File: config.mk
export PLATFORM = sky130hd
export DESIGN_NAME = flag_framed_deframer_xor_check_flat
export DESIGN_NICKNAME = d
export VERILOG_FILES = /design/src/hw/rtl/ffdx_pkg.sv /design/src/hw/rtl/ffdx_req_if.sv /design/src/hw/rtl/ffdx_rsp_if.sv /design/src/hw/rtl/flag_framed_deframer_xor_check.sv /design/src/flat_wrapper.sv
export SDC_FILE = /design/constraint.sdc
export NUM_CORES = 1
export LEC_CHECK = 0
export ABC_AREA = 1
export BUFFER_PORTS_ARGS = -buffer_cell sky130_fd_sc_hd__buf_2
export CORE_MARGIN = 2
export CORE_UTILIZATION = 30
export DETAILED_ROUTE_END_ITERATION = 7
export SYNTH_ARGS = -nofsm -noshare
export SYNTH_HDL_FRONTEND = slang
export SYNTH_SLANG_ARGS = --single-unit
File: constraint.sdc
create_clock -name clock -period 4.4 [get_ports clock]
set_input_delay 0.22 -clock clock [delete_from_list [all_inputs] [get_ports clock]]
set_output_delay 0.22 -clock clock [all_outputs]
set_load 0.005 [all_outputs]
File: src/hw/rtl/ffdx_pkg.sv
`default_nettype none
package ffdx_pkg;

   localparam logic [7:0] FLAG_BYTE     = 8'h7e;
   localparam logic [7:0] ESC_BYTE      = 8'h7d;
   localparam logic [7:0] ESC_FLAG_CODE = 8'h02;
   localparam logic [7:0] ESC_ESC_CODE  = 8'h01;

   localparam logic KIND_PAYLOAD = 1'b0;
   localparam logic KIND_END     = 1'b1;

   localparam logic [1:0] STATUS_OK       = 2'd0;
   localparam logic [1:0] STATUS_SHORT    = 2'd1;
   localparam logic [1:0] STATUS_MISMATCH = 2'd2;
   localparam logic [1:0] STATUS_OVERFLOW = 2'd3;

   // Minimum kept byte counts, header plus check byte.
   localparam int unsigned MIN_PLAIN  = 13;
   localparam int unsigned MIN_PACKET = 17;
   localparam int unsigned HEADER_BYTES = 16;
   localparam int unsigned PACKET_BIT = 13;

   localparam int unsigned OFFSET_W = 11;

   typedef struct packed {
      logic                kind;
      logic [7:0]          data_byte;
      logic [OFFSET_W-1:0] byte_offset;
      logic [15:0]         msg_id;
      logic [15:0]         body_attribute;
      logic [47:0]         terminal_number;
      logic [15:0]         serial_number;
      logic [15:0]         total_packets;
      logic [15:0]         packet_index;
      logic [1:0]          status;
   } rsp_payload_type;

endpackage
`default_nettype wire

File: src/hw/rtl/ffdx_req_if.sv
`default_nettype none
interface ffdx_req_if;
   logic       valid;
   logic       ready;
   logic [7:0] rx_byte;

   modport source (output valid, output rx_byte, input ready);
   modport sink   (input valid, input rx_byte, output ready);
endinterface
`default_nettype wire

File: src/hw/rtl/ffdx_rsp_if.sv
`default_nettype none
interface ffdx_rsp_if;
   logic                             valid;
   logic                             ready;
   logic                             kind;
   logic [7:0]                       data_byte;
   logic [ffdx_pkg::OFFSET_W-1:0]    byte_offset;
   logic [15:0]                      msg_id;
   logic [15:0]                      body_attribute;
   logic [47:0]                      terminal_number;
   logic [15:0]                      serial_number;
   logic [15:0]                      total_packets;
   logic [15:0]                      packet_index;
   logic [1:0]                       status;

   modport source (output valid, output kind, output data_byte, output byte_offset,
                   output msg_id, output body_attribute, output terminal_number,
                   output serial_number, output total_packets, output packet_index,
                   output status, input ready);
   modport sink   (input valid, input kind, input data_byte, input byte_offset,
                   input msg_id, input body_attribute, input terminal_number,
                   input serial_number, input total_packets, input packet_index,
                   input status, output ready);
endinterface
`default_nettype wire

File: src/hw/rtl/flag_framed_deframer_xor_check.sv
`default_nettype none
// Channel   Direction  Contents
// req_ch    in         one raw line byte per request (rx_byte)
// rsp_ch    out        payload byte or end-of-frame record with header and status
//
// One raw byte is taken per cycle while the result side does not stall. Its result, if
// any, is registered in the result register from a single pass of escape, XOR and
// header logic; a payload byte is only released when the next kept byte arrives. An
// input register and a result register decouple the two sides, so one further request
// is taken while a result waits. Synchronous reset returns the deframer to flag hunting
// with no request or result held.
module flag_framed_deframer_xor_check #(
   parameter int unsigned MAX_FRAME_BYTES = 2048
) (
   input  wire         clock,
   input  wire         reset,
   ffdx_req_if.sink    req_ch,
   ffdx_rsp_if.source  rsp_ch
);

   localparam int unsigned CNT_W = $clog2(MAX_FRAME_BYTES);
   localparam logic [CNT_W-1:0] CNT_LIMIT = CNT_W'(MAX_FRAME_BYTES - 1);

   // Input register
   logic       in_valid_ff;
   logic [7:0] in_byte_ff;

   // Frame state
   logic             in_frame_ff, in_frame_in;
   logic             esc_ff, esc_in;
   logic             raw_seen_ff, raw_seen_in;
   logic [CNT_W-1:0] count_ff, count_in;
   logic [7:0]       xor_ff, xor_in;
   logic [7:0]       held_ff, held_in;
   logic             held_valid_ff, held_valid_in;
   logic             overflow_ff, overflow_in;
   logic [15:0]      hdr_id_ff, hdr_id_in;
   logic [15:0]      hdr_attr_ff, hdr_attr_in;
   logic [47:0]      hdr_term_ff, hdr_term_in;
   logic [15:0]      hdr_serial_ff, hdr_serial_in;
   logic [15:0]      hdr_total_ff, hdr_total_in;
   logic [15:0]      hdr_index_ff, hdr_index_in;

   // Result register
   logic                      rsp_valid_ff;
   ffdx_pkg::rsp_payload_type rsp_ff, rsp_in;

   logic             advance;
   logic             emit;
   logic             accept_ub;
   logic [7:0]       ub;
   logic [CNT_W-1:0] off;
   logic [CNT_W-1:0] len;
   logic [CNT_W-1:0] need;
   logic             pk;
   logic [1:0]       status;

   assign advance      = !rsp_valid_ff || rsp_ch.ready;
   assign req_ch.ready = !in_valid_ff || advance;

   always_comb begin
      in_frame_in   = in_frame_ff;
      esc_in        = esc_ff;
      raw_seen_in   = raw_seen_ff;
      count_in      = count_ff;
      xor_in        = xor_ff;
      held_in       = held_ff;
      held_valid_in = held_valid_ff;
      overflow_in   = overflow_ff;
      hdr_id_in     = hdr_id_ff;
      hdr_attr_in   = hdr_attr_ff;
      hdr_term_in   = hdr_term_ff;
      hdr_serial_in = hdr_serial_ff;
      hdr_total_in  = hdr_total_ff;
      hdr_index_in  = hdr_index_ff;
      emit          = 1'b0;
      accept_ub     = 1'b0;
      ub            = in_byte_ff;
      off           = count_ff - CNT_W'(1);
      len           = (count_ff != '0) ? count_ff - CNT_W'(1) : '0;
      pk            = hdr_attr_ff[ffdx_pkg::PACKET_BIT];
      need          = pk ? CNT_W'(ffdx_pkg::MIN_PACKET) : CNT_W'(ffdx_pkg::MIN_PLAIN);
      rsp_in        = rsp_ff;

      if (overflow_ff) begin
         status = ffdx_pkg::STATUS_OVERFLOW;
      end else if (count_ff < need) begin
         status = ffdx_pkg::STATUS_SHORT;
      end else if (xor_ff != 8'h00) begin
         status = ffdx_pkg::STATUS_MISMATCH;
      end else begin
         status = ffdx_pkg::STATUS_OK;
      end

      if (in_valid_ff && advance) begin
         if (!in_frame_ff || (in_byte_ff == ffdx_pkg::FLAG_BYTE && !raw_seen_ff)) begin
            // Hunting, or an empty frame: a flag (re)opens a clean frame.
            if (in_byte_ff == ffdx_pkg::FLAG_BYTE) begin
               in_frame_in   = 1'b1;
               esc_in        = 1'b0;
               raw_seen_in   = 1'b0;
               count_in      = '0;
               xor_in        = '0;
               held_in       = '0;
               held_valid_in = 1'b0;
               overflow_in   = 1'b0;
               hdr_id_in     = '0;
               hdr_attr_in   = '0;
               hdr_term_in   = '0;
               hdr_serial_in = '0;
               hdr_total_in  = '0;
               hdr_index_in  = '0;
            end
         end else if (in_byte_ff == ffdx_pkg::FLAG_BYTE) begin
            emit          = 1'b1;
            in_frame_in   = 1'b0;
            esc_in        = 1'b0;
            held_valid_in = 1'b0;
            rsp_in.kind        = ffdx_pkg::KIND_END;
            rsp_in.data_byte   = '0;
            rsp_in.byte_offset = ffdx_pkg::OFFSET_W'(len);
            rsp_in.status      = status;
         end else begin
            raw_seen_in = 1'b1;
            if (esc_ff) begin
               esc_in = 1'b0;
               if (in_byte_ff == ffdx_pkg::ESC_FLAG_CODE) begin
                  accept_ub = 1'b1;
                  ub        = ffdx_pkg::FLAG_BYTE;
               end else if (in_byte_ff == ffdx_pkg::ESC_ESC_CODE) begin
                  accept_ub = 1'b1;
                  ub        = ffdx_pkg::ESC_BYTE;
               end
            end else if (in_byte_ff == ffdx_pkg::ESC_BYTE) begin
               esc_in = 1'b1;
            end else begin
               accept_ub = 1'b1;
            end
         end

         if (accept_ub) begin
            if (count_ff >= CNT_LIMIT) begin
               overflow_in = 1'b1;
            end else begin
               if (held_valid_ff) begin
                  // The byte leaving the hold stage fills the header first.
                  if (off < CNT_W'(2)) begin
                     hdr_id_in = {hdr_id_ff[7:0], held_ff};
                  end else if (off < CNT_W'(4)) begin
                     hdr_attr_in = {hdr_attr_ff[7:0], held_ff};
                  end else if (off < CNT_W'(10)) begin
                     hdr_term_in = {hdr_term_ff[39:0], held_ff};
                  end else if (off < CNT_W'(12)) begin
                     hdr_serial_in = {hdr_serial_ff[7:0], held_ff};
                  end else if (off < CNT_W'(14)) begin
                     hdr_total_in = {hdr_total_ff[7:0], held_ff};
                  end else if (off < CNT_W'(ffdx_pkg::HEADER_BYTES)) begin
                     hdr_index_in = {hdr_index_ff[7:0], held_ff};
                  end
                  emit               = 1'b1;
                  rsp_in.kind        = ffdx_pkg::KIND_PAYLOAD;
                  rsp_in.data_byte   = held_ff;
                  rsp_in.byte_offset = ffdx_pkg::OFFSET_W'(off);
                  rsp_in.status      = ffdx_pkg::STATUS_OK;
               end
               xor_in        = xor_ff ^ ub;
               held_in       = ub;
               held_valid_in = 1'b1;
               count_in      = count_ff + CNT_W'(1);
            end
         end

         if (emit) begin
            rsp_in.msg_id          = hdr_id_in;
            rsp_in.body_attribute  = hdr_attr_in;
            rsp_in.terminal_number = hdr_term_in;
            rsp_in.serial_number   = hdr_serial_in;
            if (hdr_attr_in[ffdx_pkg::PACKET_BIT]) begin
               rsp_in.total_packets = hdr_total_in;
               rsp_in.packet_index  = hdr_index_in;
            end else begin
               rsp_in.total_packets = '0;
               rsp_in.packet_index  = '0;
            end
         end
      end
   end

   always_ff @(posedge clock) begin
      if (reset) begin
         in_valid_ff   <= 1'b0;
         rsp_valid_ff  <= 1'b0;
         in_frame_ff   <= 1'b0;
         esc_ff        <= 1'b0;
         raw_seen_ff   <= 1'b0;
         count_ff      <= '0;
         xor_ff        <= '0;
         held_ff       <= '0;
         held_valid_ff <= 1'b0;
         overflow_ff   <= 1'b0;
         hdr_id_ff     <= '0;
         hdr_attr_ff   <= '0;
         hdr_term_ff   <= '0;
         hdr_serial_ff <= '0;
         hdr_total_ff  <= '0;
         hdr_index_ff  <= '0;
      end else begin
         if (req_ch.ready) begin
            in_valid_ff <= req_ch.valid;
         end
         if (advance) begin
            rsp_valid_ff <= emit;
         end
         in_frame_ff   <= in_frame_in;
         esc_ff        <= esc_in;
         raw_seen_ff   <= raw_seen_in;
         count_ff      <= count_in;
         xor_ff        <= xor_in;
         held_ff       <= held_in;
         held_valid_ff <= held_valid_in;
         overflow_ff   <= overflow_in;
         hdr_id_ff     <= hdr_id_in;
         hdr_attr_ff   <= hdr_attr_in;
         hdr_term_ff   <= hdr_term_in;
         hdr_serial_ff <= hdr_serial_in;
         hdr_total_ff  <= hdr_total_in;
         hdr_index_ff  <= hdr_index_in;
      end
   end

   always_ff @(posedge clock) begin
      if (req_ch.ready && req_ch.valid) begin
         in_byte_ff <= req_ch.rx_byte;
      end
      rsp_ff <= rsp_in;
   end

   assign rsp_ch.valid           = rsp_valid_ff;
   assign rsp_ch.kind            = rsp_ff.kind;
   assign rsp_ch.data_byte       = rsp_ff.data_byte;
   assign rsp_ch.byte_offset     = rsp_ff.byte_offset;
   assign rsp_ch.msg_id          = rsp_ff.msg_id;
   assign rsp_ch.body_attribute  = rsp_ff.body_attribute;
   assign rsp_ch.terminal_number = rsp_ff.terminal_number;
   assign rsp_ch.serial_number   = rsp_ff.serial_number;
   assign rsp_ch.total_packets   = rsp_ff.total_packets;
   assign rsp_ch.packet_index    = rsp_ff.packet_index;
   assign rsp_ch.status          = rsp_ff.status;

endmodule
`default_nettype wire

File: src/flat_wrapper.sv
// flat-port wrapper written by rule: the top's interface ports become plain ports
module flag_framed_deframer_xor_check_flat 
#(
   parameter int unsigned MAX_FRAME_BYTES = 2048
)
  (clock, reset, req_ch_valid, req_ch_rx_byte, req_ch_ready, rsp_ch_valid, rsp_ch_kind, rsp_ch_data_byte, rsp_ch_byte_offset, rsp_ch_msg_id, rsp_ch_body_attribute, rsp_ch_terminal_number, rsp_ch_serial_number, rsp_ch_total_packets, rsp_ch_packet_index, rsp_ch_status, rsp_ch_ready);
  ffdx_req_if req_ch_i ();
  ffdx_rsp_if rsp_ch_i ();
  input  wire clock;
  input  wire reset;
  input wire logic [$bits(req_ch_i.valid)-1:0] req_ch_valid;
  input wire logic [$bits(req_ch_i.rx_byte)-1:0] req_ch_rx_byte;
  output wire logic [$bits(req_ch_i.ready)-1:0] req_ch_ready;
  output wire logic [$bits(rsp_ch_i.valid)-1:0] rsp_ch_valid;
  output wire logic [$bits(rsp_ch_i.kind)-1:0] rsp_ch_kind;
  output wire logic [$bits(rsp_ch_i.data_byte)-1:0] rsp_ch_data_byte;
  output wire logic [$bits(rsp_ch_i.byte_offset)-1:0] rsp_ch_byte_offset;
  output wire logic [$bits(rsp_ch_i.msg_id)-1:0] rsp_ch_msg_id;
  output wire logic [$bits(rsp_ch_i.body_attribute)-1:0] rsp_ch_body_attribute;
  output wire logic [$bits(rsp_ch_i.terminal_number)-1:0] rsp_ch_terminal_number;
  output wire logic [$bits(rsp_ch_i.serial_number)-1:0] rsp_ch_serial_number;
  output wire logic [$bits(rsp_ch_i.total_packets)-1:0] rsp_ch_total_packets;
  output wire logic [$bits(rsp_ch_i.packet_index)-1:0] rsp_ch_packet_index;
  output wire logic [$bits(rsp_ch_i.status)-1:0] rsp_ch_status;
  input wire logic [$bits(rsp_ch_i.ready)-1:0] rsp_ch_ready;
  assign req_ch_i.valid = req_ch_valid;
  assign req_ch_i.rx_byte = req_ch_rx_byte;
  assign req_ch_ready = req_ch_i.ready;
  assign rsp_ch_valid = rsp_ch_i.valid;
  assign rsp_ch_kind = rsp_ch_i.kind;
  assign rsp_ch_data_byte = rsp_ch_i.data_byte;
  assign rsp_ch_byte_offset = rsp_ch_i.byte_offset;
  assign rsp_ch_msg_id = rsp_ch_i.msg_id;
  assign rsp_ch_body_attribute = rsp_ch_i.body_attribute;
  assign rsp_ch_terminal_number = rsp_ch_i.terminal_number;
  assign rsp_ch_serial_number = rsp_ch_i.serial_number;
  assign rsp_ch_total_packets = rsp_ch_i.total_packets;
  assign rsp_ch_packet_index = rsp_ch_i.packet_index;
  assign rsp_ch_status = rsp_ch_i.status;
  assign rsp_ch_i.ready = rsp_ch_ready;
  flag_framed_deframer_xor_check #(.MAX_FRAME_BYTES(MAX_FRAME_BYTES)) u_core (.clock(clock), .reset(reset), .req_ch(req_ch_i), .rsp_ch(rsp_ch_i));
endmodule
Word level (Yosys, flattened, before mapping)
Cells that the tools add are included.

storage, ports and cells
  bits of input ports = 12
  word-level logic and storage cells = 175
  output and inout port bits = 152
  bits in registers = 320

cells by class
  add/sub/neg operators = 2
  multiplexer cells = 115
  reduce and logical (&&, ||, !) cells = 16
  magnitude comparators = 8
  bitwise gates (word level) = 1
  equality and inequality tests = 6

operators by type and width
  cell                   number
  $mux 16                44
  $mux 48                8
  $mux 8                 14
  $mux 20                5
  $mux 11                5
  $lt 11x4->1 const B    3
  $mux 1                 30
  $eq 8x7->1 const B     2
  $mux 2                 8
  $add 11x1->11 const B  1
  $ge 11x11->1 const B   1
  $lt 11x11->1           1
  $lt 11x2->1 const B    1
  $lt 11x3->1 const B    1
  $lt 11x5->1 const B    1
  $reduce_bool 11->1     1
  $sub 11x1->11 const B  1
  $eq 8x1->1 const B     1
  $eq 8x2->1 const B     1
  $reduce_bool 8->1      1
  $xor 8x8->8            1
  $reduce_and 2->1       3
  $mux 5                 1
  $logic_not 1->1        4
  5 further kinds        9

Logic depth before layout (Yosys ltp)
Gate-level depths: netlist (run 1).

  word-level depth = 13
  depth in mapped cells = 18
  gate-level depth less buffers = 17

Worst setup path after synthesis (run 1)
No wires, ideal clock.

  path kind = register -> register
  start point = register u_core.in_byte_ff[7]
  end point = register u_core.rsp_ff, in the netlist u_core.rsp_ch.body_attribute[0] (enable)
  data required time = 3.920 ns
  path buffers = 1
  period minus slack after synthesis = 4.632 ns
  arrival = 4.151 ns
  slack = -0.232 ns
  stages on the path, launching flop included = 11
  setup time = 0.480 ns
  path through = edfxtp_1 -> nor2_1 -> nand2_1 -> nor3_2 -> nand2_1 -> nand2_1 -> nand3_4 -> nor2_8 -> clkbuf_1 -> o21ai_0 -> inv_1

on the way
  word-level cells in the longest chain between the ends = 10
  elaborated cells on any way between the ends = 20
  classes of those cells = 4 x eq/ne; 13 x mux; 3 x reduce/logical

ends and longest elaborated chain
  item                          line                                   RTL
  start, declared               flag_framed_deframer_xor_check.sv:26   logic [7:0] in_byte_ff;
  start signal, assigned        flag_framed_deframer_xor_check.sv:233  in_byte_ff <= req_ch.rx_byte;
  $eq 8x1->1                    flag_framed_deframer_xor_check.sv:130  end else if (in_byte_ff == ffdx_pkg::ESC_ESC_CODE) begin
  $mux 1                        flag_framed_deframer_xor_check.sv:130
  $mux 1                        flag_framed_deframer_xor_check.sv:127  if (in_byte_ff == ffdx_pkg::ESC_FLAG_CODE) begin
  $mux 1                        flag_framed_deframer_xor_check.sv:125  if (esc_ff) begin
  $mux 1                        flag_framed_deframer_xor_check.sv:114  end else if (in_byte_ff == ffdx_pkg::FLAG_BYTE) begin
  $mux 1                        flag_framed_deframer_xor_check.sv:96   if (!in_frame_ff || (in_byte_ff == ffdx_pkg::FLAG_BYTE && !raw_seen_ff)) begin
  $mux 1                        flag_framed_deframer_xor_check.sv:95   if (in_valid_ff && advance) begin
  $mux 1 *                      flag_framed_deframer_xor_check.sv:141  if (accept_ub) begin
  $mux 1 *                      flag_framed_deframer_xor_check.sv:95
  $reduce_and 2->1 (no line) *  n/a
  end signal, assigned          flag_framed_deframer_xor_check.sv:235  rsp_ff <= rsp_in;
  end, declared                 flag_framed_deframer_xor_check.sv:46   ffdx_pkg::rsp_payload_type rsp_ff, rsp_in;

Every way passes the cells marked *; elsewhere a longest branch is shown, timed or not. The select of a mux whose other input is x is not followed.
A chain may end at the register's enable or synchronous reset.

Final worst setup path (run 1)
  start point = register u_core.count_ff[2]
  end point = register u_core.rsp_ff, in the netlist u_core.rsp_ch.total_packets[1], data pin

on the way
  word-level cells in the longest chain between the ends = 10
  elaborated cells on any way between the ends = 21
  classes of those cells = 1 x add/sub; 6 x order compare; 14 x mux

ends and longest elaborated chain
  item                    line                                   RTL
  start, declared         flag_framed_deframer_xor_check.sv:32   logic [CNT_W-1:0] count_ff, count_in;
  start signal, assigned  flag_framed_deframer_xor_check.sv:217  count_ff <= count_in;
  $sub 11x1->11           flag_framed_deframer_xor_check.sv:79   off = count_ff - CNT_W'(1);
  $lt 11x4->1             flag_framed_deframer_xor_check.sv:155  end else if (off < CNT_W'(14)) begin
  $mux 16                 flag_framed_deframer_xor_check.sv:155
  $mux 16                 flag_framed_deframer_xor_check.sv:153  end else if (off < CNT_W'(12)) begin
  $mux 16                 flag_framed_deframer_xor_check.sv:151  end else if (off < CNT_W'(10)) begin
  $mux 16                 flag_framed_deframer_xor_check.sv:149  end else if (off < CNT_W'(4)) begin
  $mux 16                 flag_framed_deframer_xor_check.sv:147  if (off < CNT_W'(2)) begin
  $mux 16                 flag_framed_deframer_xor_check.sv:145  if (held_valid_ff) begin
  $mux 16                 flag_framed_deframer_xor_check.sv:142  if (count_ff >= CNT_LIMIT) begin
  $mux 16                 flag_framed_deframer_xor_check.sv:141

Several ways; a longest one is shown, not always the timed one. The select of a mux whose other input is x is not followed.

==> qor.txt, run 1 <==
Hold Violations, Final - 0
Largest net degree at the start of global routing - 111
Final Core Density - 35.6%
Most frequent cell after synthesis - nand2_1
Post-route DRC - 0
Data arrival, critical path - 4.00 ns
CP endpoint kind - flop
R2R cell count - 13
H-tree levels - 2
Site row count - 82
Rel. slew slack - 22.4%
Sequential share of the synthesized area - 52.4%
Synth cell count leaders - 307 x nand2_1, 279 x inv_1, 165 x nand3_1
Hpwl dp - 28,700 um
Via/cell ratio - 4.78
CP Launch Point - u_core.count_ff[2]
DR top layer - met4
Max-cap viol count - 0
Grt ovf - 0
CTS Buf Count - 37
First DRT Iteration DRCs - 1,201
TNS Setup - 0 ns
Register area - 0.00799 sq mm
FILL cells - 5,127
Ant diodes - 0
Root Driver - clkbuf_16
ANT nets after route - 0
Setup Viol. Count Final - 0
Pwr/cell area - 376 mW/mm^2
Fin crit period - 3.63 ns
Setup repair bufs after CTS - 0
Core area - 0.0502 sq mm
Post-Syn Area - 0.0152 sq mm
Clock Skews - 0.0189 ns
Seq cells post-synth - 320
Crit path capture - u_core.rsp_ch.total_packets[1]
Leading area contributor after synthesis - edfxtp_1
Worst slack at placement - 0.843 ns
Die area - 0.0526 sq mm
Slew @ Worst Pin - 1.16 ns
Routed WL per cell - 16.3 um
Reg2reg start - u_core.count_ff[2]
Worst Hold Class - input port to flop
RSZ-0062 raised after global routing - false
Layout cell share with drive strength beyond 1 - 19.4%
Multi-input gate area - 0.00568 sq mm
Final worst-path cycle share - 82.4%
VDD IR max - 0.208 mV
Die X-Extent - 229 um
Number of synthesized flops with an enable pin - 158
Warnings, synthesis - 0
Met3 WL - 2580 um
DRT met1 WL - 18,600 um
Largest cells by area after synthesis - edfxtp_1 31%, dfxtp_1 21%, nand2_1 7.6%, inv_1 6.9%, nand3_1 5.4%
CTS sink count - 320
Hold Buf Count CTS - 8
Clk_lat worst skew - 0.54 ns
Post-CTS Resized - 0
Drt pass-1 iters - 7
Area fraction of the dominant cell type after synthesis - 31.1%
Final Power - 0.00673 W
Clk buf depth - 3
Final wirelength - 42,900 um
Ys async rst share - 0%
Most used DFF post-synth - dfxtp_1
Post-Synthesis Cells - 1,815
Vias in the first global route - 11,900
Reg-to-reg slack, setup - 0.77 ns
I/O pins - 164
Leakage - 8.15 nW
Clock-pin slew on the worst setup and hold paths - 0.06 ns
Final net count - 1,959
Total GRT Usage - 16.0%
Synth-to-Final Area Change - 17.3%
Critical path class - flop to flop
Max Clk Rate - 0.276 GHz
Synth cell types - 49
Slew Limit Fails - 0
Die height - 229 um
Input/output buffers - 163
Setup ws final - 0.772 ns
R2r endpoint - u_core.rsp_ch.total_packets[1]
Effective utilization at floorplan - 30.4%
Worst Setup Start Kind - flop
Antenna violations before repair - 0
Routed vias - 12,600
Critical Path RT - 4.77 ns
Syn Area/Cell - 8.40 sq um
Critical path peak fanout - 31
WL met2 - 19,800 um
Global-route wire length before repair - 67,300 um
Post-synth net total - 1,835
RePlAce Congestion - 0.900
Outcome - finished clean
CTS tree - done
[area by class of cell]
class | instances | area share, %
flip-flops and latches | 320 | 44.7
multi-input cells | 1097 | 31.8
inverters | 291 | 6.15
repair buffers | 192 | 6.11
clock buffers | 46 | 5.49
well taps | 672 | 4.70
clock inverters | 21 | 1.10
[per-layer routing]
metal / GRT usage [%] / up-vias
li1: - / 6202
met1: 20.9 / 5948
met2: 25.6 / 367
met3: 2.90 / 93
met4: 7.61 / 0
met5: 0 / -
[placed cells by master (no fill, tap or decap), types with 4 or more instances in the layout]
| cell | count |
|---|---|
| nand2_1 | 305 |
| inv_1 | 277 |
| nand3_1 | 165 |
| buf_2 | 162 |
| dfxtp_1 | 162 |
| nor2_1 | 160 |
| edfxtp_1 | 158 |
| a21oi_1 | 110 |
| o21ai_0 | 85 |
| o21ai_1 | 64 |
| o21ai_2 | 55 |
| nand3_2 | 43 |
| clkbuf_16 | 38 |
| nand4_1 | 25 |
| buf_4 | 19 |
| inv_2 | 10 |
| clkinv_2 | 9 |
| nor3_1 | 8 |
| nand2_2 | 8 |
| ha_1 | 8 |
| clkbuf_1 | 8 |
| dlygate4sd3_1 | 8 |
| nor2_4 | 7 |
| o22ai_1 | 6 |
| clkinv_1 | 6 |
| a21oi_2 | 5 |
| nor2_2 | 4 |
| xnor2_1 | 4 |
| clkinvlp_4 | 4 |
| a32o_1 | 4 |
[where the power goes]
group / switching (W) / leakage, nW / internal [W] / total, W
registers: 0.0000559 / 2.84 / 0.00321 / 0.00327
clock network: 0.00126 / 0.571 / 0.00177 / 0.00303
logic: 0.000286 / 4.74 / 0.000152 / 0.000438
[critical path, cell delays in order, from the launching register on]
cell,delay (ns)
dfxtp_1,0.55
nand2_1,0.12
nor2_1,0.20
nand3_1,0.14
nand2_1,0.10
nand3_1,0.17
nand3_4,0.39
nor2_8,0.13
nand3_2,0.12
buf_4,0.35
nand2_1,0.12
o21ai_2,0.46
inv_2,0.35
a21oi_1,0.24
[cells by family (layout without fill, tap and decap cells)]
| family | Yosys count | after routing | synth area share, % |
|---|---|---|---|
| and+or+nand+nor | 738 | 738 | 22.9 |
| xor gates and xnor gates | 5 | 5 | 0.287 |
| adders and majority gates | 8 | 8 | 0.657 |
| DFF | 320 | 320 | 52.4 |
| buffers and inverters | 398 | 550 | 10.4 |
| AOI/OAI and AO/OA | 346 | 346 | 13.4 |
[through the flow]
stage	hold slack [ns]	cell area [sq um]	instances
2_1_floorplan	0.319	15300	1815
3_3_place_gp	0.407	16600	2564
3_5_place_dp	0.411	16600	2564
4_1_cts	0.00722	17900	2639
5_1_grt	0.0175	17900	2639
6_report	0.0202	17900	2639
[worst min path at each step]
stage	end	depth (start not counted)	slack, ns	start
2_1_floorplan	u_core.in_byte_ff[0]	0	0.32	req_ch_rx_byte[0]
3_3_place_gp	u_core.in_byte_ff[7]	1	0.41	req_ch_rx_byte[7]
3_5_place_dp	u_core.in_byte_ff[0]	1	0.41	req_ch_rx_byte[0]
4_1_cts	u_core.in_valid_ff	3	0.007	req_ch_valid
5_1_grt	u_core.in_valid_ff	3	0.02	req_ch_valid
6_report	u_core.in_valid_ff	3	0.02	req_ch_valid
(Power assumes the default switching activity.)
==> run 2, diff against run 1 <==
--- a/config.mk
+++ b/config.mk
@@ -5,7 +5,7 @@
 export SDC_FILE = /design/constraint.sdc
 export NUM_CORES = 1
 export LEC_CHECK = 0
-export ABC_AREA = 1
+export ABC_AREA = 0
 export BUFFER_PORTS_ARGS = -buffer_cell sky130_fd_sc_hd__buf_2
 export CORE_MARGIN = 2
 export CORE_UTILIZATION = 30
==> constraint.sdc (replaced) <==
create_clock -name clock -period 3.5 [get_ports clock]
set_input_delay 0.175 -clock clock [delete_from_list [all_inputs] [get_ports clock]]
set_output_delay 0.175 -clock clock [all_outputs]
set_load 0.005 [all_outputs]
==> run 2 against run 1 <==
Cell count down 18%. Synthesized cell count down 22%. Wire length down 12%. Combinational power down 70%. Global-route usage down 0.36 points. Critical path depth down 4. Sequential power up 20%. Synthesized area down 11%. Critical path type unchanged. Sequential cell count unchanged.
==> qor.txt, run 2 <==
Simple-gate share of the synthesized area - 19.6% (-3.3 points)
Max-cap viol count - 0 (unchanged)
Post-synth net total - 1,437 (-22%)
Main combinational cell family by area after synthesis - simple AND/OR/NAND/NOR gates
XOR/XNOR Fraction of Synth Area - 0.708% (+0.42 points)
Worst Setup Start Kind - flop
Most frequent cell after synthesis - nand2_1
Routed vias - 11,100 (-12%)
Commonest non-fill, non-tap cell in the layout - nand2_1
Outcome - finished clean
Critical Path RT - 3.97 ns (-0.80 ns)
Setup ws final - 0.349 ns (-0.423 ns)
Register area - 0.00799 sq mm (about the same)
Clock-pin slew on the worst setup and hold paths - 0.06 ns (about the same)
Root Driver - clkbuf_16
Hold Violations, Final - 0 (unchanged)
M1 GR Usage - 21.7% (+0.85 points)
Worst Hold Class - input port to flop
Synth cell count leaders - 323 x nand2_1, 162 x dfxtp_1, 158 x edfxtp_1
Slew Limit Fails - 0 (unchanged)
FILL cells - 4,533 (-12%)
Slew @ Worst Pin - 1.24 ns (+0.0715 ns)
Final Core Density - 36.3% (+0.65 points)
Post-Syn Area - 0.0136 sq mm (-11%)
Grt ovf - 0 (unchanged)
Synth Area in Compound Gates - 16.2% (+2.8 points)
Switching share of power - 20.8% (-3.0 points)
Leading area contributor after synthesis - edfxtp_1
CTS Buf Count - 36 (-2.7%)
Flop pwr share - 51.0% (+2.5 points)
P_sw - 0.00161 W (+0.47%)
I/O pins - 164 (unchanged)
Global-route wire length before repair - 58,900 um (-12%)
VDD IR max - 0.310 mV (+49%)
RSZ-0062 raised after global routing - false
Final net count - 1,562 (-20%)
Vias in the first global route - 10,300 (-14%)
Seq cells post-synth - 320 (unchanged)
Die X-Extent - 217 um (-5.4%)
Antenna violations before repair - 0 (unchanged)
ANT nets after route - 0 (unchanged)
Pwr/cell area - 472 mW/mm^2 (+25%)
Largest cells by area after synthesis - edfxtp_1 35%, dfxtp_1 24%, nand2_1 8.9%, o21ai_0 5.5%, nand3_1 3.6%
H-tree levels - 2 (unchanged)
Post-Synthesis Cells - 1,417 (-22%)
Int Power - 0.00612 W (+19%)
Adder-cell share of the synthesized area - 0.735% (+0.079 points)
CTS sink count - 320 (unchanged)
CP endpoint kind - flop
Drt pass-1 iters - 5 (-2)
Leakage - 5.98 nW (-27%)
Syn Area/Cell - 9.61 sq um (+14%)
Most frequent cells in the layout - 321 x nand2_1, 163 x buf_2, 159 x dfxtp_1, 158 x edfxtp_1, 149 x o21ai_0
Ys async rst share - 0% (unchanged)
Routed WL per cell - 17.4 um (+7.3%)
Most used DFF post-synth - dfxtp_1
Critical path peak fanout - 15 (-52%)
Warnings, synthesis - 0 (unchanged)
Synth-to-Final Area Change - 20.2%
Met3 usage - 2.95% (+0.048 points)
Core area - 0.0451 sq mm (-10%)
Die height - 217 um (-5.4%)
Final wirelength - 37,800 um (-12%)
Critical path class - flop to flop
Layout cell share with drive strength beyond 1 - 18.0% (-1.3 points)
Largest net degree at the start of global routing - 97 (-13%)
Hpwl dp - 24,300 um (-16%)
Number of synthesized flops with an enable pin - 158 (unchanged)
Post-route DRC - 0 (unchanged)
Comb pwr share - 1.7% (-4.8 points)
Setup Viol. Count Final - 0 (unchanged)
Multi-input gate area - 0.00518 sq mm (-8.9%)
TNS Setup - 0 ns (unchanged)
Ant diodes - 0 (unchanged)
Worst slack at placement - 0.313 ns (-0.530 ns)
Via/cell ratio - 5.11 (+6.9%)
Die area - 0.0471 sq mm (-11%)
GRT busiest layer - met2
Clk buf depth - 3 (unchanged)
Clock share of power - 47.3% (+2.3 points)
Mux share of post-synthesis cell area - 0.156% (+0.16 points)
Effective utilization at floorplan - 30.2% (-0.20 points)
Area fraction of the dominant cell type after synthesis - 34.9% (+3.7 points)
Routing usage on met2 - 24.4% (-1.2 points)
First DRT Iteration DRCs - 995 (-17%)
Sequential share of the synthesized area - 58.7% (+6.3 points)
Input/output buffers - 163 (unchanged)
Max Clk Rate - 0.317 GHz (+15%)
Total GRT Usage - 15.6% (-0.36 points)
Rel. slew slack - 17.6% (-4.8 points)
Clk_lat worst skew - 0.53 ns (about the same)
Final worst-path cycle share - 90.0% (+7.6 points)
Synth cell types - 59 (+20%)
Data arrival, critical path - 3.62 ns (-0.38 ns)
CTS tree - done
Fin crit period - 3.15 ns (-0.477 ns)
Site row count - 78 (-4.9%)
Clock Skews - 0.0265 ns (+0.00759 ns)
RePlAce Congestion - 0.863 (-4.2%)
## run 2: logic make-up (layout without fill, tap and decap cells)
| group | after synthesis | after routing |
|---|---|---|
| simple gates | 578 | 578 |
| compound gates | 366 | 366 |
| flops | 320 | 320 |
| buf+inv | 132 | 284 |
| xor+xnor | 11 | 11 |
| fa+ha+maj | 8 | 8 |
| mux | 2 | 2 |
## run 2: cell type report
class	count	share of cell area (%)
sequential	320	48.8
inverter	13	0.321
tap	600	4.59
clock inverter	13	0.803
multi-input combinational	965	31.6
timing repair buffer	206	7.64
clock buffer	52	6.18
## run 2: path summary, 6_finish.rpt
path                                               from                 endpoint  slack, ns  cells past startpoint
worst max-delay path                 u_core.count_ff[0]  u_core.hdr_index_ff[14]       0.35                      9
worst min-delay path                       rsp_ch_ready      u_core.rsp_ch.valid       0.08                      3
worst max register to register       u_core.count_ff[0]  u_core.hdr_index_ff[14]       0.35                      9
worst min register to register  u_core.hdr_index_ff[11]  u_core.hdr_index_ff[11]       0.47                      1
## run 2: critical path: stages (launching register included)
cell     delay [ns]
dfxtp_2        0.38
inv_1          0.13
ha_1           0.30
nor3b_1        0.32
xnor2_1        0.19
and4_1         0.28
nand2_1        0.15
o41ai_1        0.10
a21oi_1        0.97
a22o_1         0.28
## run 2: routing by layer
layer,up-vias,share of wire [%]
met5,-,0
met4,0,3.0
met3,63,5.9
met2,331,45
met1,5334,46
li1,5351,-
## run 2: through the flow
step | hold WS [ns] | area [sq um] | std cells | total power (W)
6_report | 0.0811 | 16400 | 2169 | 0.00773
5_1_grt | 0.0585 | 16400 | 2169 | 0.00800
4_1_cts | 0.0420 | 16400 | 2169 | 0.00782
3_5_place_dp | 0.360 | 15100 | 2094 | 0.00415
3_3_place_gp | 0.356 | 15100 | 2094 | 0.00414
2_1_floorplan | 0.274 | 13700 | 1417 | 0.00409
## run 2: timing repair
| action | CTS | global route |
|---|---|---|
| setup endpoints to repair | 0 | 16 |
| hold buffers | 10 | 0 |
| buffers inserted | 0 | 0 |
| resized for setup | 0 | 1 |
| endpoints found under the hold margin | 9 | 0 |
## run 2: power by group through the flow
stage / logic, W / registers [W] / clock network, W
5_1_grt: 0.000146 / 0.00394 / 0.00391
3_5_place_dp: 0.000126 / 0.00402 / 0
6_report: 0.000133 / 0.00394 / 0.00365
4_1_cts: 0.000135 / 0.00394 / 0.00374
3_3_place_gp: 0.000124 / 0.00402 / 0
2_1_floorplan: 0.0000812 / 0.00401 / 0
